## src/hw/rtl/hk_tsp_ram.sv

```systemverilog
// Generic single-port-write, single-read RAM with registered read.
// No dependencies.
module hk_tsp_ram #(
    parameter int WIDTH = 8,
    parameter int DEPTH = 16
) (
    input  logic                     clk,
    input  logic                     we,
    input  logic [$clog2(DEPTH)-1:0] waddr,
    input  logic [WIDTH-1:0]         wdata,
    input  logic [$clog2(DEPTH)-1:0] raddr,
    output logic [WIDTH-1:0]         rdata
);
    logic [WIDTH-1:0] mem [DEPTH];

    always_ff @(posedge clk)
    begin
        if (we)
            mem[waddr] <= wdata;
        rdata <= mem[raddr];
    end
endmodule
```

## config.mk

```make
export PLATFORM = sky130hd
export DESIGN_NAME = hk_tsp_ram
export DESIGN_NICKNAME = d
export VERILOG_FILES = /design/src/hw/rtl/hk_tsp_ram.sv
export SDC_FILE = /design/constraint.sdc
export NUM_CORES = 1
export LEC_CHECK = 0
export BUFFER_PORTS_ARGS = -buffer_cell sky130_fd_sc_hd__buf_2
export CORE_MARGIN = 1
export CORE_UTILIZATION = 50
export CTS_CLUSTER_SIZE = 16
export DETAILED_ROUTE_END_ITERATION = 8
export PLACE_DENSITY = 0.78
export SLEW_MARGIN = 20
export SYNTH_ARGS = -nofsm -noshare
export SYNTH_HDL_FRONTEND = slang
export SYNTH_SLANG_ARGS = --single-unit
```

## constraint.sdc

```tcl
create_clock -name clk -period 3.4 [get_ports clk]
set_input_delay 0.17 -clock clk [delete_from_list [all_inputs] [get_ports clk]]
set_output_delay 0.17 -clock clk [all_outputs]
set_load 0.01 [all_outputs]
```

; ---- Word level (Yosys, flattened, before mapping)
; Memories as Yosys holds them, arrays and structs flattened. A register that Yosys moved wholly into a read port is not among the register bits.
; Cells that the tools add are included.
[op_classes]
shifts = 0
n_reduce_logical = 0
order_cmp = 0
n_mul = 0
eq_ne = 0
n_mux = 2
n_bitwise = 0
div = 0
n_addsub = 0
[ops]
columns = op, count
row1 = $mux 1, 2
[totals]
reg_bits = 0
memories = 1
ram_bits = 128
rom_bits = 0
latch_bits = 0
in_bits = 18
[mem_list]
columns = name, words, width, rd, rd_clocked_by_memory_dff, wr, line_no
row1 = mem, 16, 8, 1, 1, 1, 14  ; logic [WIDTH-1:0] mem [DEPTH];

; ---- Longest topological paths before layout
[logic_depth]
depth_word = 2
mapped_depth = 5

; ---- Worst setup path after synthesis
; Ideal clock, no wire load.
[synth_timing]
kind = input to register
start = input port waddr[2]
end = memory mem[0][0], enable pin
required_ps = 3017
path_slack_ps = 1737
stages = 2
n_path_buf = 0
setup_time_ps = 383
arrival_ps = 1280
cell_sequence = or3b_2 > nor3_1
[synth_rtl]
columns = item, line_no
row1 = from (decl), 9  ; input logic [$clog2(DEPTH)-1:0] waddr,
row2 = to (decl), 14
; No word-level cell before the write port.

==> out/results.ini <==
[outcome]
status = completed

[flow_run]
drv_cap = 0

[layout]
seq_area_mm2 = 0.00400
fin_cells = 414
mostFrequentLayoutCells = 128 x edfxtp_1, 25 x buf_2, 18 x mux4_2, 16 x a22oi_1, 16 x clkbuf_16
fin_nets = 286
layout-drive-gt1-share_pct = 28.1
synthToLayoutAreaGrowth_pct = 15.8
antenna_cells = 0
fillerInstances = 681
mostFrequentLayoutCell = edfxtp_1
multi_input_area_mm2 = 0.00106

[setup_path]
critPathKind = primary input to flip-flop
cp_slowest_cell = buf_2
end_kind = flip-flop
crit_path_start_kind = primary input
reg2reg_depth = 3
cpPeakStageDelay_ns = 0.63
r2r_start = mem[0][7]$_DFFE_PP_
startpoint = raddr[0]
rr_endpoint = rdata[7]$_DFF_P_
crit_chain = buf_2 > buf_4 > mux4_1 > a22oi_1 > nand2_1
arrival_ns = 2.02
crit_required_ns = 3.79
rrSetupSlack_ns = 2.00
crit_fanout = 25
crit_end = rdata[2]$_DFF_P_

[route]
wl_per_cell_um = 23.7
ant_nets = 0
vias = 2425
drc = 0
first_pass_iters = 5
drt_iter0_markers = 230
wirelength_mm = 9.83
viasPerCell = 5.86

[clock_network]
clk_pin_slew_ns = 0.06
postCtsHoldBufs = 0
cts_root_buf = clkbuf_8
post_cts_buffers = 0
cts_tree = built
clk_path_buf_depth = 2
cts_buffers = 17
htreeDepth = 4
cts_resized = 0
cts.sinks = 136
clock_latency_ns = 0.52

[placement]
place_congestion = 0.743
dp_cells = 382
dp_hpwl_mm = 5.97
dp_slack_ns = 1.22
portBuffers = 25

[floorplan]
num_rows = 36
die-height_um = 103
fp.dieArea_mm2 = 0.0107
core_mm2 = 0.00986
die_w_um = 103
floorplan.initialDensity_pct = 52.2
ios = 26

[sta]
tns_ns = 0
worst_pin_slew_ns = 0.951
finalCriticalPeriod_ns = 1.62
finClkSkew_ns = 0.00903
drv_slew = 0
setup_viol = 0
setup_slack_ns = 1.78
rsz0062_at_grt = false
period_share_pct = 47.8
maxSlewHeadroom_pct = 36.4
fmax_mhz = 615
hold_viol_final = 0

[power]
leakage_nw = 1.98
swShare_pct = 21.2
power_density_mw_per_mm2 = 637
p_seq_share_pct = 49.7
peakVddDrop_mv = 0.292
p_clk_share_pct = 45.9
comb_power_share_pct = 4.4
p_int_mw = 2.99
p_sw_mw = 0.805

[synthesis]
ys_warn_count = 0
avgSynthCellArea_um2 = 22.5
ys_seq_area_share_pct = 77.8
synthesis.area_mm2 = 0.00515
yosysUniqueCellTypes = 19
synthCells = 229
synth_seq_cells = 136
syn-num-nets = 247

[global_routing]
grt_max_degree = 33
overflow = 0
grt_pass1_vias = 2293
antenna_found_initial = 0
grt_pass1_wl_mm = 14.2
grtUsageTotal_pct = 20.1

[min_path]
hp-class = primary input to flip-flop
hold_start = wdata[1]

## Yosys cell counts
master             n  share of area [%]
and2_1             1               0.12
dfxtp_1            8                3.1
clkdlybuf4s25_2    3               0.58
nor2b_1            1               0.12
nand3_1            1              0.097
buf_2              3               0.29
buf_4              1               0.15
mux4_1            14                7.1
mux4_2            18                7.9
nand2_1            9               0.66
nor3_1             4               0.39
edfxtp_1         128                 75
and2b_1            1               0.15
nor2_1            13               0.95
or3b_2             1               0.17
nand3b_1           2               0.29
buf_6              3               0.66
a22oi_1           16                2.3
nand2b_1           2               0.24
## per-stage QoR
| step | hold WS, ns | utilization [%] | total power [mW] | instance area [um^2] |
|---|---|---|---|---|
| finish | 0.0424 | 60.4 | 3.80 | 5960 |
| global route | 0.0347 | 60.4 | 3.90 | 5960 |
| CTS | 0.00734 | 60.4 | 3.83 | 5960 |
| detailed placement | 0.572 | 54.6 | 2.09 | 5390 |
| global placement | 0.557 | 54.6 | 2.08 | 5390 |
| floorplan | 0.269 | - | 2.02 | 5150 |
## critical path, delay by kind of cell
| kind | cells | cell delay, ns |
|---|---|---|
| AO/OA/AOI/OAI | 1 | 0.20 |
| buffers and inverters | 2 | 0.96 |
| multiplexers | 1 | 0.59 |
| AND/OR/NAND/NOR | 1 | 0.07 |
## worst min path at each step
| stage | end | slack (ns) | cells after the start |
|---|---|---|---|
| floorplan | mem[0][0]$_DFFE_PP_ | 0.27 | 0 |
| global placement | mem[10][1]$_DFFE_PP_ | 0.56 | 1 |
| detailed placement | mem[11][1]$_DFFE_PP_ | 0.57 | 1 |
| CTS | mem[4][1]$_DFFE_PP_ | 0.007 | 1 |
| global route | mem[13][1]$_DFFE_PP_ | 0.03 | 1 |
| finish | mem[4][1]$_DFFE_PP_ | 0.04 | 1 |
## power by group through the flow
stage	Sequential, mW	Combinational, mW	Clock [mW]
after floorplan	1.92	0.0951	0
after global placement	1.92	0.161	0
after detailed placement	1.92	0.167	0
after CTS	1.89	0.168	1.77
after global routing	1.89	0.182	1.83
final	1.89	0.167	1.74
## sequential cells by signal, indices dropped and copies added (netlist names)
| signal | cells |
|---|---|
| mem | 128 |
| rdata | 8 |
## layer usage
layer | wire [um] | GRT usage (%) | up-vias
li1 | - | - | 1057
met1 | 4360 | 29.2 | 1247
met2 | 4730 | 29.9 | 108
met3 | 622 | 5.17 | 13
met4 | 116 | 7.15 | 0
met5 | 0 | 0 | -
## area by class of cell
| type | instances | share of cell area (%) |
|---|---|---|
| clock buffer | 19 | 7.07 |
| sequential | 136 | 67.2 |
| timing repair buffer | 30 | 2.73 |
| tap | 133 | 2.79 |
| clock inverter | 13 | 2.50 |
| multi-input combinational | 83 | 17.7 |
## logic make-up (layout without fill, tap and decap cells)
| group | count (synthesis) | in the layout | synth area share (%) |
|---|---|---|---|
| compound gates | 16 | 16 | 2.33 |
| buf+inv | 10 | 62 | 1.68 |
| flops | 136 | 136 | 77.8 |
| mux | 32 | 32 | 15.0 |
| simple gates | 35 | 35 | 3.18 |
No activity file was read; power rests on OpenSTA's default activity.
